$ cat src/rtl/core/sfd_pkg.sv
// shared constants for the small float to double converter
package sfd_pkg;
  localparam int unsigned DblFracW = 52;
  localparam int unsigned DblExpW  = 11;
  localparam int unsigned DblBias  = 1023;
  localparam int unsigned RawW     = 32;
  localparam logic [63:0] DblQnan  = 64'h7FF8_0000_0000_0000;
  localparam logic [10:0] DblExpMax = 11'h7FF;
endpackage

$ cat src/rtl/core/small_float_to_double_unit.sv
// top level: packed small float to binary64 converter
// One item per cycle: an item taken with start is held in one input register,
// and its result is then loaded into one result register and shown on the result
// ports with strobe set.
// busy is always low, so start may be held every cycle; the receiver cannot
// stall and must take each result in its strobe cycle.
module small_float_to_double_unit #(
  parameter int unsigned MAX_EXPONENT_BITS = 8,
  parameter int unsigned MAX_MANTISSA_BITS = 23
) (
  input  logic        clk,
  input  logic        rst,
  input  logic        start,
  output logic        busy,
  input  logic [31:0] raw_bits,
  input  logic [3:0]  exponent_bits,
  input  logic [4:0]  mantissa_bits,
  input  logic        is_signed,
  output logic        strobe,
  output logic [63:0] double_bits,
  output logic        format_error
);

  logic        in_valid;
  logic [31:0] raw_q;
  logic [3:0]  eb_q;
  logic [4:0]  mb_q;
  logic        sgn_q;

  logic [63:0] double_bits_next;
  logic        format_error_next;

  assign busy = 1'b0;

  always_ff @(posedge clk) begin
    if (rst) begin
      in_valid <= 1'b0;
    end else begin
      in_valid <= start;
    end
    if (start) begin
      raw_q <= raw_bits;
      eb_q  <= exponent_bits;
      mb_q  <= mantissa_bits;
      sgn_q <= is_signed;
    end
  end

  logic [5:0]  width_sum;
  logic        bad;
  logic [31:0] field_shifted;
  logic [9:0]  ef;
  logic [9:0]  emax;
  logic [30:0] mf;
  logic [30:0] mmask;
  logic        sign_bit;
  logic [4:0]  lead;
  logic [12:0] dexp;
  logic [63:0] frac_norm;
  logic [63:0] frac_sub;

  always_comb begin
    width_sum = 6'(eb_q) + 6'(mb_q) + 6'(sgn_q);
    bad = (width_sum > 6'd32) || (eb_q < 4'd2) ||
          (32'(eb_q) > MAX_EXPONENT_BITS) || (mb_q < 5'd1) ||
          (32'(mb_q) > MAX_MANTISSA_BITS);
    emax  = 10'((11'd1 << eb_q) - 11'd1);
    mmask = 31'((32'd1 << mb_q) - 32'd1);
    field_shifted = raw_q >> mb_q;
    ef = field_shifted[9:0] & emax;
    mf = raw_q[30:0] & mmask;
    sign_bit = sgn_q & field_shifted[eb_q];
    // leading-one position of the subnormal mantissa
    lead = '0;
    for (int i = 0; i < 31; i++) begin
      if (mf[i]) lead = 5'(i);
    end
    frac_norm = 64'(mf) << (6'd52 - 6'(mb_q));
    frac_sub  = (64'(mf) & ~(64'd1 << lead)) << (6'd52 - 6'(lead));
    dexp = '0;
    double_bits_next = '0;
    if (ef == emax) begin
      if (mf != '0) double_bits_next = sfd_pkg::DblQnan;
      else double_bits_next = {sign_bit, sfd_pkg::DblExpMax, 52'd0};
    end else if (ef == '0) begin
      if (mf == '0) begin
        double_bits_next = {sign_bit, 63'd0};
      end else begin
        dexp = 13'(lead) - 13'(mb_q) + 13'd1 - 13'(emax >> 1) +
               13'(sfd_pkg::DblBias);
        double_bits_next = {sign_bit, dexp[10:0], frac_sub[51:0]};
      end
    end else begin
      dexp = 13'(ef) - 13'(emax >> 1) + 13'(sfd_pkg::DblBias);
      double_bits_next = {sign_bit, dexp[10:0], frac_norm[51:0]};
    end
    format_error_next = bad;
    if (bad) double_bits_next = '0;
  end

  always_ff @(posedge clk) begin
    if (rst) begin
      strobe <= 1'b0;
    end else begin
      strobe <= in_valid;
    end
    if (in_valid) begin
      double_bits  <= double_bits_next;
      format_error <= format_error_next;
    end
  end

  a_strobe_follows: assert property (@(posedge clk) disable iff (rst)
    in_valid |=> strobe) else $error("strobe missing");
  a_start_two: assert property (@(posedge clk) disable iff (rst)
    start |-> ##2 strobe) else $error("latency broken");
  a_err_zero: assert property (@(posedge clk) disable iff (rst)
    (strobe && format_error) |-> double_bits == 64'd0) else $error("error not zero");
  a_nan_pos: assert property (@(posedge clk) disable iff (rst)
    (strobe && double_bits[62:52] == sfd_pkg::DblExpMax && double_bits[51:0] != '0)
    |-> !double_bits[63]) else $error("negative nan");

endmodule

$ cat config.mk
export PLATFORM = sky130hd
export DESIGN_NAME = small_float_to_double_unit
export DESIGN_NICKNAME = d
export VERILOG_FILES = /design/src/rtl/core/sfd_pkg.sv /design/src/rtl/core/small_float_to_double_unit.sv
export SDC_FILE = /design/constraint.sdc
export NUM_CORES = 1
export LEC_CHECK = 0
export BUFFER_PORTS_ARGS = -buffer_cell sky130_fd_sc_hd__clkbuf_2
export CAP_MARGIN = 20
export CORE_ASPECT_RATIO = 1.1
export CORE_MARGIN = 2
export CORE_UTILIZATION = 63
export CTS_CLUSTER_SIZE = 14
export DETAILED_ROUTE_END_ITERATION = 10
export HOLD_SLACK_MARGIN = 0.05
export PLACE_DENSITY = 0.83
export SLEW_MARGIN = 10
export SYNTH_ARGS = -nofsm -noshare
export SYNTH_HDL_FRONTEND = slang
export SYNTH_SLANG_ARGS = --single-unit
$ cat constraint.sdc
create_clock -name clk -period 11.6 [get_ports clk]
set_input_delay 1.74 -clock clk [delete_from_list [all_inputs] [get_ports clk]]
set_output_delay 1.74 -clock clk [all_outputs]
set_load 0.005 [all_outputs]
Word level (Yosys, flattened, before mapping)
Index checks and enable logic that the tools add are counted.

word-level totals
  logic and storage cells = 81
  bits in read-only memories = 0
  latch bits = 0
  memories = 0
  bits in registers = 109
  bits of input ports = 45
  memory bits (writable) = 0

cells by class
  shift operators = 6
  eq/ne operators = 1
  add/subtract/negate cells = 12
  muxes and demuxes = 36
  reduce and logical (&&, ||, !) cells = 7
  divide/modulo/power cells = 0
  magnitude comparators = 6
  bitwise operators = 5
  $mul = 0

operators with widths
  cell                                                                  count
  5-bit two-way mux                                                     29
  64-bit two-way mux                                                    2
  63-bit two-way mux                                                    2
  31-bit by 64-bit AND with 64-bit output                               1
  64-bit NOT                                                            1
  1-bit by 5-bit << shifter with 64-bit output, first input constant    1
  64-bit by 6-bit << shifter with 52-bit output                         1
  31-bit by 6-bit << shifter with 52-bit output                         1
  32-bit by 5-bit >> shifter with 16-bit output                         1
  31-bit AND                                                            1
  31-bit logical NOT                                                    1
  31-bit nonzero test                                                   1
  1-bit by 5-bit << shifter with 31-bit output, first input constant    1
  31-bit by 1-bit subtractor with 31-bit output, second input constant  1
  11-bit adder, second input constant                                   2
  6-bit by 5-bit subtractor with 6-bit output, first input constant     2
  10-bit by 9-bit subtractor with 11-bit output                         1
  7-bit by 10-bit subtractor with 11-bit output                         1
  10-bit AND                                                            1
  10-bit == test                                                        1
  10-bit logical NOT                                                    1
  1-bit by 4-bit << shifter with 10-bit output, first input constant    1
  10-bit by 1-bit subtractor with 10-bit output, second input constant  1
  6-bit by 2-bit adder with 7-bit output, second input constant         1
  other kinds (13)                                                      17

Logic depth before layout (Yosys ltp)
Gate-level depths: netlist of the first run.

  word-level depth = 40
  gate-level depth with buffers = 40
  mapped depth without buffers = 31

Worst setup path after synthesis of the first run
OpenSTA, ideal clock, no wires.

  path type = reg2reg
  start point = register mb_q[0]
  end point = register double_bits[61], data pin
  setup time = 0.266 ns
  data arrival time = 8.226 ns
  slack = 3.109 ns
  cell stages (with the launch flop) = 40
  cells stage by stage = edfxtp_1 buf_2 buf_2 clkbuf_1 buf_1 inv_1 clkbuf_1 buf_1 ha_1 ha_1 buf_2 nand2_1 ha_1 o21ai_1 a2111oi_4 buf_6 nand3_1 mux2_4 [... 4 more ...] buf_6 ha_1 fa_1 inv_1 ha_1 ha_1 fa_1 a21o_1 a21o_1 a21oi_1 nor2_1 nor2_1 o21bai_1 a21oi_1 xnor2_1 nor3_1 a211oi_1 nor2_1

between the ends
  word-level cells in the longest chain between the ends = 40
  elaborated cells on any way between the ends = 56

ends and longest elaborated chain
  what                                           RTL line                           text
  from (decl)                                    small_float_to_double_unit.sv:27   logic [4:0] mb_q;
  from (signal assigned)                         small_float_to_double_unit.sv:44   mb_q <= mantissa_bits;
  1-bit by 5-bit << shifter with 31-bit output   small_float_to_double_unit.sv:68   mmask = 31'((32'd1 << mb_q) - 32'd1);
  31-bit by 1-bit subtractor with 31-bit output  small_float_to_double_unit.sv:68
  31-bit AND                                     small_float_to_double_unit.sv:71   mf = raw_q[30:0] & mmask;
  1-bit two-way mux                              small_float_to_double_unit.sv:76   if (mf[i]) lead = 5'(i);
  5-bit two-way mux (29 in series)               small_float_to_double_unit.sv:76
  5-bit by 5-bit subtractor with 6-bit output    small_float_to_double_unit.sv:89   dexp = 13'(lead) - 13'(mb_q) + 13'd1 - 13'(emax >> 1) +
  6-bit by 2-bit adder with 7-bit output         small_float_to_double_unit.sv:89
  7-bit by 10-bit subtractor with 11-bit output  small_float_to_double_unit.sv:89
  11-bit adder                                   small_float_to_double_unit.sv:89
  63-bit two-way mux                             small_float_to_double_unit.sv:86   if (mf == '0) begin
  63-bit two-way mux                             small_float_to_double_unit.sv:85   end else if (ef == '0) begin
  64-bit two-way mux                             small_float_to_double_unit.sv:82   if (ef == emax) begin
  to (signal assigned)                           small_float_to_double_unit.sv:108  double_bits <= double_bits_next;
  to (decl)                                      small_float_to_double_unit.sv:20   output logic [63:0] double_bits,

Several ways; a longest one is shown, not always the timed one.
A chain may end at the register's enable or synchronous reset.

Worst setup path after layout of the first run
Same ends and word-level chain as after synthesis.

==> summary.md, run 1 <==
| Metric | Value |
|---|---|
| Clock tree from TritonCTS | `built` |
| Power density over cell area | `193 nW/um2` |
| Pin count of the biggest net entering global routing | `67` |
| Register-to-register path setup slack | `2.84 ns` |
| Library cell occupying the most area in the post-synthesis netlist | `sky130_fd_sc_hd__edfxtp_1` |
| ANT nets after route | `0` |
| Worst r2r path cells | `31` |
| Class of the tightest hold or removal check | `reg -> reg` |
| Via density | `7.09` |
| Total power draw | `2.75 mW` |
| Detailed Routing Iterations Pass 1 | `6` |
| Largest family of logic cells by synthesized area | `compound AO/OA/AOI/OAI gates` |
| Number of enable flip-flop cells after synthesis | `107` |
| Slowest stage cell, crit path | `sky130_fd_sc_hd__a2111oi_4` |
| Simple-gate share of the synthesized area | `18.3%` |
| Detailed Route WL | `44,300 um` |
| Arr. time, crit path | `8.87 ns` |
| Distinct cell type count after synthesis | `117` |
| Crit path buffers/inverters | `4` |
| Minimum period implied by the final worst setup slack | `8.76 ns` |
| Cell at the root of the clock tree | `sky130_fd_sc_hd__clkbuf_16` |
| Startpoint of the lowest-slack register-to-register path | `mb_q[0]` |
| Global placement routability congestion | `1.03` |
| CTS hold repair buffers | `0` |
| Via count | `13,129` |
| Total of max-cap violations | `0` |
| Worst-case clock buffer depth | `2` |
| Fraction of layout instances using a drive strength above 1 | `20.3%` |
| Final setup violating endpoints | `0` |
| Top flip-flop cell by instance count after synthesis | `sky130_fd_sc_hd__edfxtp_1` |
| Fraction of registers with async set or reset after synthesis | `0%` |
| Highest achievable clock rate | `114 MHz` |
| Kind of start point of the critical path | `register` |
| Setup crit start | `mb_q[0]` |
| Antenna violations before repair | `0` |
| Total global routing track utilization | `39.4%` |
| Post-Synthesis Cells | `1,527` |
| Hold Path Depth | `2` |
| Starting DRC count in detailed routing | `1,668` |
| Dominant cells by area after synthesis | `sky130_fd_sc_hd__edfxtp_1 (24%), sky130_fd_sc_hd__mux4_2 (8.1%), sky130_fd_sc_hd__mux2i_1 (7.7%), sky130_fd_sc_hd__nand2_1 (4.8%), sky130_fd_sc_hd__ha_1 (4.6%)` |
| Final net count | `1,662` |
| Maximum clock skew at final layout | `0.0168 ns` |
| DRC viols | `0` |
| Final routed wire length divided by cell count | `23.9 um` |
| Synthesized cell area | `13,300 um2` |
| Worst Min Path Start | `sgn_q` |
| Sequential area share after synthesis | `24.4%` |
| Mux contribution to synthesized area | `20.2%` |
| Crit. End Element | `register` |
| Wire length of the first global-routing pass | `68,000 um` |
| Die boundary height | `157 um` |
| Worst relative slew slack | `16.3%` |
| Num CTS Buffers | `9` |
| Final period util | `75.6%` |
| Kind of cell with the highest combined delay on the critical path | `adder cells` |
| Most prevalent standard cell on the critical path | `sky130_fd_sc_hd__ha_1` |
| Area of the die | `22,400 um2` |
| Post-synthesis xor/xnor area fraction | `2.04%` |
| GRT overflow | `0` |
| Maximum fanout along the worst path | `37` |
| Data required, critical path | `11.71 ns` |
| Endpoint with the worst hold slack | `double_bits[63]` |
| Worst stage delay on the critical path | `0.82 ns` |
| Count of pins on the block boundary | `112` |
| Reg-to-reg endpoint | `double_bits[61]` |
| Area share of the leading cell type in the synthesized netlist | `24.1%` |
| Area growth, synth to finish | `6.98%` |
| Number of clock sinks | `109` |
| Buffer count from post-CTS setup fixing | `0` |
| Initial core utilization | `64.4%` |
| Leak Pwr | `5.62 nW` |
| Clock network latency to the later pin of the worst-skew pair | `0.36 ns` |
| Adder-cell share of the synthesized area | `5.34%` |
| Mapped Avg Cell Area | `8.74 um2` |
| Synthesis Warnings | `0` |
| Horizontal die dimension | `143 um` |
| Worst Setup Path Type | `reg -> reg` |
| Final-report hold violation count | `0` |
| # diodes | `0` |
| Detailed-placement wirelength estimate | `33,700 um` |
| Post-cts resize count | `0` |
| Measured slew at the worst slew-check pin | `1.24 ns` |
| Cell row count | `55` |
| Htree depth | `3` |
| Number of global-route vias before repair | `11,931` |
| Status | `complete, no violations` |
| Total negative slack | `0 ns` |
| Clock transition at the registers of the reported paths | `0.09 ns` |
| Peak ir drop on the vdd network | `196 uV` |
| Final Slew Violations | `0` |
| Unrepaired setup endpoints after global routing | `no` |
| Synth Register Bits | `109` |
| Placeable core area | `20,700 um2` |
| Port bufs | `110` |
| Post-synthesis compound-gate area fraction | `24.3%` |
==> synthesized netlist by cell type (13+ instances only) <==
master / number
sky130_fd_sc_hd__buf_1: 14
sky130_fd_sc_hd__o21ai_0: 86
sky130_fd_sc_hd__nand3_1: 34
sky130_fd_sc_hd__mux2_2: 39
sky130_fd_sc_hd__ha_1: 49
sky130_fd_sc_hd__nor2_1: 150
sky130_fd_sc_hd__o211ai_1: 17
sky130_fd_sc_hd__mux4_2: 48
sky130_fd_sc_hd__a21o_1: 30
sky130_fd_sc_hd__xnor2_1: 17
sky130_fd_sc_hd__o21ai_1: 13
sky130_fd_sc_hd__nor2b_1: 18
sky130_fd_sc_hd__inv_1: 41
sky130_fd_sc_hd__o22ai_1: 25
sky130_fd_sc_hd__buf_2: 28
sky130_fd_sc_hd__mux2i_1: 103
sky130_fd_sc_hd__clkbuf_1: 63
sky130_fd_sc_hd__edfxtp_1: 107
sky130_fd_sc_hd__nand2_1: 171
sky130_fd_sc_hd__nor3_1: 25
sky130_fd_sc_hd__o221ai_1: 14
sky130_fd_sc_hd__nand2b_1: 15
sky130_fd_sc_hd__a31oi_1: 19
sky130_fd_sc_hd__a21oi_1: 106
==> per-layer routing <==
| layer | up-vias | wire (um) | global-route usage [%] |
|---|---|---|---|
| met5 | - | 0 | 0 |
| met4 | 0 | 3460 | 25.2 |
| met3 | 199 | 4420 | 5.94 |
| met2 | 1004 | 19700 | 61.9 |
| met1 | 6055 | 16700 | 50.9 |
| li1 | 5871 | - | - |
==> tightest hold or removal path, delay by kind of cell, from the launching register on <==
family	cells	cell delay, ns
buf+inv	1	0.07
compound gates	1	0.05
flops	1	0.42
==> how the worst max path moves through the flow <==
stage                                  to  slack (ns)  cells past startpoint
after floorplan           double_bits[61]        3.11                     39
after global placement    double_bits[61]        3.24                     31
after detailed placement  double_bits[61]        3.01                     31
after CTS                 double_bits[61]        2.97                     31
after global routing      double_bits[62]        2.22                     25
final                     double_bits[61]        2.84                     31
==> flip-flops by register name (all words and copies together) (netlist names) <==
register      count
raw_q            32
mb_q              5
strobe            1
in_valid          1
sgn_q             1
eb_q              4
double_bits      64
format_error      1
==> cell usage in the layout (no fill, tap or decap), types with 6 or more instances in the layout <==
| master | count |
|---|---|
| sky130_fd_sc_hd__mux2_2 | 39 |
| sky130_fd_sc_hd__clkbuf_2 | 110 |
| sky130_fd_sc_hd__buf_4 | 24 |
| sky130_fd_sc_hd__o22ai_1 | 25 |
| sky130_fd_sc_hd__inv_1 | 41 |
| sky130_fd_sc_hd__conb_1 | 9 |
| sky130_fd_sc_hd__o21bai_1 | 8 |
| sky130_fd_sc_hd__a221oi_1 | 10 |
| sky130_fd_sc_hd__nor4_1 | 6 |
| sky130_fd_sc_hd__nand3_1 | 34 |
| sky130_fd_sc_hd__and2_1 | 9 |
| sky130_fd_sc_hd__a22o_1 | 6 |
| sky130_fd_sc_hd__o31ai_1 | 8 |
| sky130_fd_sc_hd__a21o_1 | 30 |
| sky130_fd_sc_hd__o21ai_1 | 13 |
| sky130_fd_sc_hd__or3_1 | 10 |
| sky130_fd_sc_hd__xnor2_1 | 13 |
| sky130_fd_sc_hd__nor2_1 | 150 |
| sky130_fd_sc_hd__mux2i_1 | 103 |
| sky130_fd_sc_hd__xor2_1 | 10 |
| sky130_fd_sc_hd__a31o_2 | 7 |
| sky130_fd_sc_hd__nor3_1 | 25 |
| sky130_fd_sc_hd__o211ai_1 | 17 |
| sky130_fd_sc_hd__edfxtp_1 | 107 |
| sky130_fd_sc_hd__clkbuf_16 | 9 |
| sky130_fd_sc_hd__a211oi_1 | 11 |
| sky130_fd_sc_hd__a22oi_1 | 9 |
| sky130_fd_sc_hd__o21ai_0 | 86 |
| sky130_fd_sc_hd__and3_1 | 12 |
| sky130_fd_sc_hd__nand2_1 | 171 |
| sky130_fd_sc_hd__a31oi_1 | 19 |
| sky130_fd_sc_hd__nand4_1 | 9 |
| sky130_fd_sc_hd__o221ai_1 | 14 |
| sky130_fd_sc_hd__a21oi_1 | 106 |
| sky130_fd_sc_hd__nand2b_1 | 15 |
| sky130_fd_sc_hd__o22a_1 | 6 |
| sky130_fd_sc_hd__nor2b_1 | 18 |
| sky130_fd_sc_hd__mux4_2 | 48 |
| sky130_fd_sc_hd__ha_1 | 49 |
==> through the flow <==
step           setup WS (ns)  utilization [%]  hold WS (ns)  cells  instance area [um2]
2_1_floorplan           3.11                -         0.646   1535                13400
3_3_place_gp            3.24             67.5         0.680   1836                14000
3_5_place_dp            3.01             67.5         0.680   1836                14000
4_1_cts                 2.97             68.8         0.693   1852                14300
5_1_grt                 2.22             68.9         0.721   1853                14300
6_report                2.84             68.9         0.695   1853                14300
==> power by group <==
| group | switching [mW] | leakage, nW | internal, mW | total (mW) |
|---|---|---|---|---|
| registers | 0.0313 | 0.976 | 0.469 | 0.501 |
| clock network | 0.158 | 0.145 | 0.151 | 0.309 |
| logic | 1.22 | 4.50 | 0.726 | 1.94 |
| total | 1.41 | 5.62 | 1.35 | 2.75 |
==> final cells by class <==
| class | instances | area [um2] |
|---|---|---|
| flip-flops and latches | 109 | 3250 |
| inverters | 47 | 176 |
| multi-input cells | 1261 | 9450 |
| fillers | 1673 | 6430 |
| repair buffers | 135 | 751 |
| well taps | 285 | 357 |
| clock inverters | 7 | 63.8 |
| clock buffers | 9 | 225 |
==> kinds of logic (layout without fill, tap and decap cells) <==
logic type                 count (synthesis)  count (layout)
and+or+nand+nor                          508             508
AOI/OAI and AO/OA                        462             462
muxes                                    199             199
buffers and inverters                    165             198
DFF                                      109             109
adders and majority gates                 54              54
xor gates and xnor gates                  29              29
other                                      1               9
Note: power is estimated with default switching activity, not from simulation.
==> run 2, diff against run 1 <==
- ABC_AREA: not set -> 1
- CORE_UTILIZATION: 63 -> 62
- PLACE_DENSITY: 0.83 -> 0.82
- clock period: 11.6 -> 8.6 ns (I/O delays scaled with it)
==> run 2 against run 1 <==
Against the previous run:
- count of clock-buffer cells in the layout up 1
- combinational power up 36%
- die area fell by 2.6%
- maximum frequency increased by 15%
- critical endpoint unchanged
==> summary.md, run 2 <==
| Metric | Value |
|---|---|
| DRC viols | `0 (unchanged)` |
| Worst Setup Path Type | `reg -> reg (unchanged)` |
| Leak Pwr | `6.23 nW (was 5.62 nW)` |
| Seq. cell area | `3250 um2 (unchanged)` |
| Minimum period implied by the final worst setup slack | `7.64 ns (was 8.76 ns)` |
| Clock tree from TritonCTS | `built (unchanged)` |
| CTS hold repair buffers | `0 (unchanged)` |
| Post-cts resize count | `0 (unchanged)` |
| Total of max-cap violations | `0 (unchanged)` |
| Cell at the root of the clock tree | `sky130_fd_sc_hd__clkbuf_16 (unchanged)` |
| Top flip-flop cell by instance count after synthesis | `sky130_fd_sc_hd__edfxtp_1 (unchanged)` |
| Crit path buffers/inverters | `8 (was 4)` |
| Highest achievable clock rate | `131 MHz (was 114 MHz)` |
| Detailed-placement wirelength estimate | `35,200 um (was 33,700 um)` |
| Worst relative slew slack | `31.8% (was 16.3%)` |
| Registers with the most flip-flops | `double_bits (64), raw_q (32), mb_q (5) (unchanged)` |
| Most frequent cells in the layout | `sky130_fd_sc_hd__nand2_1 (685), sky130_fd_sc_hd__nand3_1 (238), sky130_fd_sc_hd__o21ai_0 (213) (was sky130_fd_sc_hd__nand2_1 (171), sky130_fd_sc_hd__nor2_1 (150), sky130_fd_sc_hd__clkbuf_2 (110))` |
| Kind of start point of the critical path | `register (unchanged)` |
| Via density | `6.19 (was 7.09)` |
| Wire length of the first global-routing pass | `70,100 um (was 68,000 um)` |
| Maximum fanout along the worst path | `87 (was 37)` |
| Via count | `14,742 (was 13,129)` |
| Total negative slack | `0 ns (unchanged)` |
| Reported net switching power | `2.11 mW (was 1.41 mW)` |
| Power density over cell area | `273 nW/um2 (was 193 nW/um2)` |
| Area share of the leading cell type in the synthesized netlist | `25.1% (was 24.1%)` |
| ANT nets after route | `0 (unchanged)` |
| Num CTS Buffers | `9 (unchanged)` |
| Sequential area share after synthesis | `25.4% (was 24.4%)` |
| Synth Register Bits | `109 (unchanged)` |
| Number of fillers in the final layout | `1,946 (was 1,673)` |
| Final-report hold violation count | `0 (unchanged)` |
| Final setup violating endpoints | `0 (unchanged)` |
| Worst-case clock buffer depth | `2 (unchanged)` |
| Placement-stage worst setup slack | `1.15 ns (was 3.01 ns)` |
| Sw Ratio | `56.8% (was 51.1%)` |
| Die boundary height | `155 um (was 157 um)` |
| GRT overflow | `0 (unchanged)` |
| Clock transition at the registers of the reported paths | `0.08 ns (was 0.09 ns)` |
| Detailed Routing Iterations Pass 1 | `7 (was 6)` |
| Cell row count | `55 (unchanged)` |
| Clock network latency to the later pin of the worst-skew pair | `0.38 ns (was 0.36 ns)` |
| Worst stage delay on the critical path | `0.71 ns (was 0.82 ns)` |
| Maximum clock skew at final layout | `0.0191 ns (was 0.0168 ns)` |
| Commonest non-fill, non-tap cell in the layout | `sky130_fd_sc_hd__nand2_1 (unchanged)` |
| Number of clock sinks | `109 (unchanged)` |
| Slowest stage cell, crit path | `sky130_fd_sc_hd__nor3_1 (was sky130_fd_sc_hd__a2111oi_4)` |
| Number of enable flip-flop cells after synthesis | `107 (unchanged)` |
| Distinct cell type count after synthesis | `60 (was 117)` |
| Area of the die | `21,800 um2 (was 22,400 um2)` |
| Measured slew at the worst slew-check pin | `1.02 ns (was 1.24 ns)` |
| Global placement routability congestion | `1.07 (was 1.03)` |
| Data required, critical path | `8.70 ns (was 11.71 ns)` |
| Starting DRC count in detailed routing | `1,632 (was 1,668)` |
| Largest reg by FF count | `double_bits (unchanged)` |
| Dominant cells by area after synthesis | `sky130_fd_sc_hd__edfxtp_1 (25%), sky130_fd_sc_hd__nand2_1 (20%), sky130_fd_sc_hd__nand3_1 (9.3%), sky130_fd_sc_hd__o21ai_0 (8.3%), sky130_fd_sc_hd__inv_1 (4.9%) (was sky130_fd_sc_hd__edfxtp_1 (24%), sky130_fd_sc_hd__mux4_2 (8.1%), sky130_fd_sc_hd__mux2i_1 (7.7%), sky130_fd_sc_hd__nand2_1 (4.8%), sky130_fd_sc_hd__ha_1 (4.6%))` |
| Final period util | `88.9% (was 75.6%)` |
| Crit. End Element | `register (unchanged)` |
| Count of pins on the block boundary | `112 (unchanged)` |
| Synthesis Warnings | `0 (unchanged)` |
| Unrepaired setup endpoints after global routing | `no (unchanged)` |
| Detailed Route WL | `45,000 um (was 44,300 um)` |
| Mapped Avg Cell Area | `6.14 um2 (was 8.74 um2)` |
| Class of the tightest hold or removal check | `reg -> reg (unchanged)` |
| Status | `complete, no violations (unchanged)` |
| Setup WS post-layout | `0.958 ns (was 2.84 ns)` |
| # diodes | `0 (unchanged)` |
| Port bufs | `110 (unchanged)` |
| Post-Synthesis Cells | `2,083 (was 1,527)` |
| Fraction of layout instances using a drive strength above 1 | `9.59% (was 20.3%)` |
| Top-count cell post-synth | `sky130_fd_sc_hd__nand2_1 (unchanged)` |
| Power Internal | `1.61 mW (was 1.35 mW)` |
| Hold slack | `0.442 ns (was 0.695 ns)` |
| Library cell occupying the most area in the post-synthesis netlist | `sky130_fd_sc_hd__edfxtp_1 (unchanged)` |
| Arr. time, crit path | `7.75 ns (was 8.87 ns)` |
| Horizontal die dimension | `141 um (was 143 um)` |
| Fraction of power consumed by sequential logic | `17.7% (was 18.2%)` |
| Buffer count from post-CTS setup fixing | `0 (unchanged)` |
| Fraction of registers with async set or reset after synthesis | `0% (unchanged)` |
| Clock power frac | `11.1% (was 11.2%)` |
| Most instantiated cells after synthesis | `sky130_fd_sc_hd__nand2_1 (685), sky130_fd_sc_hd__nand3_1 (238), sky130_fd_sc_hd__o21ai_0 (213), sky130_fd_sc_hd__inv_1 (167), sky130_fd_sc_hd__nor2_1 (145) (was sky130_fd_sc_hd__nand2_1 (171), sky130_fd_sc_hd__nor2_1 (150), sky130_fd_sc_hd__edfxtp_1 (107), sky130_fd_sc_hd__a21oi_1 (106), sky130_fd_sc_hd__mux2i_1 (103))` |
| Placeable core area | `20,400 um2 (was 20,700 um2)` |
| Area growth, synth to finish | `6.45% (was 6.98%)` |
| Peak ir drop on the vdd network | `183 uV (was 196 uV)` |
| Antenna violations before repair | `0 (unchanged)` |
| Combinational fraction of design power | `71.1% (was 70.6%)` |
| Most prevalent standard cell on the critical path | `sky130_fd_sc_hd__nand2_1 (was sky130_fd_sc_hd__ha_1)` |
| Synthesized cell area | `12,800 um2 (was 13,300 um2)` |
| Number of flip-flops in the largest register | `64 (unchanged)` |
| Kind of cell with the highest combined delay on the critical path | `simple AND/OR/NAND/NOR gates (was adder cells)` |
| Final routed wire length divided by cell count | `18.9 um (was 23.9 um)` |
| Final net count | `2,221 (was 1,662)` |
| Final Slew Violations | `0 (unchanged)` |
| Multi-input gate area | `8340 um2 (was 9450 um2)` |
| Initial core utilization | `62.6% (was 64.4%)` |
| Htree depth | `3 (unchanged)` |
| Pin count of the biggest net entering global routing | `88 (was 67)` |
| Number of global-route vias before repair | `13,217 (was 11,931)` |
| Total global routing track utilization | `40.8% (was 39.4%)` |
-- run 2: cells by family (layout without fill, tap and decap cells) --
| group | after synthesis | in the layout | synth area share, % |
|---|---|---|---|
| adders and majority gates | 54 | 54 | 5.58 |
| buffers and inverters | 301 | 337 | 9.64 |
| xor gates and xnor gates | 19 | 19 | 1.30 |
| AOI/OAI and AO/OA | 440 | 440 | 19.0 |
| DFF | 109 | 109 | 25.4 |
| and+or+nand+nor | 1142 | 1142 | 37.7 |
| muxes | 17 | 17 | 1.34 |
| other | 1 | 9 | 0.0293 |
-- run 2: worst paths after layout --
| kind | from | cells after the start | end | slack [ns] |
|---|---|---|---|---|
| worst max-delay path | mb_q[0] | 46 | double_bits[61] | 0.96 |
| worst min-delay path | in_valid | 2 | strobe | 0.44 |
| worst max register to register | mb_q[0] | 46 | double_bits[61] | 0.96 |
| worst min register to register | in_valid | 2 | strobe | 0.44 |
-- run 2: area by class of cell --
type	count	area share [%]
Sequential cell	109	23.9
Clock buffer	10	1.68
Timing Repair Buffer	130	5.15
Clock inverter	6	0.349
Tap cell	256	2.35
Multi-Input combinational cell	1681	61.3
Inverter	191	5.30
-- run 2: routing by layer --
layer | wire length [um] | vias up | GRT usage [%]
met5 | 0 | - | 0
met2 | 20600 | 960 | 66.6
met4 | 3370 | 0 | 28.4
li1 | - | 7073 | -
met1 | 17100 | 6527 | 49.7
met3 | 3990 | 182 | 6.04
-- run 2: power by group through the flow --
stage	clock (mW)	sequential, mW	combinational [mW]
after floorplan	0	0.668	1.97
after global placement	0	0.669	2.49
after detailed placement	0	0.671	2.53
after CTS	0.413	0.658	2.54
after global routing	0.426	0.662	2.92
final	0.413	0.659	2.64
-- run 2: metrics by stage --
stage | cells | power, mW | area [um2] | utilization [%]
finish | 2383 | 3.72 | 13600 | 66.6
global route | 2383 | 4.01 | 13600 | 66.6
CTS | 2383 | 3.62 | 13600 | 66.6
detailed placement | 2367 | 3.20 | 13300 | 65.2
global placement | 2367 | 3.16 | 13300 | 65.2
floorplan | 2091 | 2.64 | 12800 | -
-- run 2: worst reg2reg max path: cells and delay by family (launching register included) --
family	cells	cell delay, ns
compound gates	7	0.84
fa+ha+maj	6	2.03
buf+inv	8	1.15
flops	1	0.34
simple gates	25	2.99
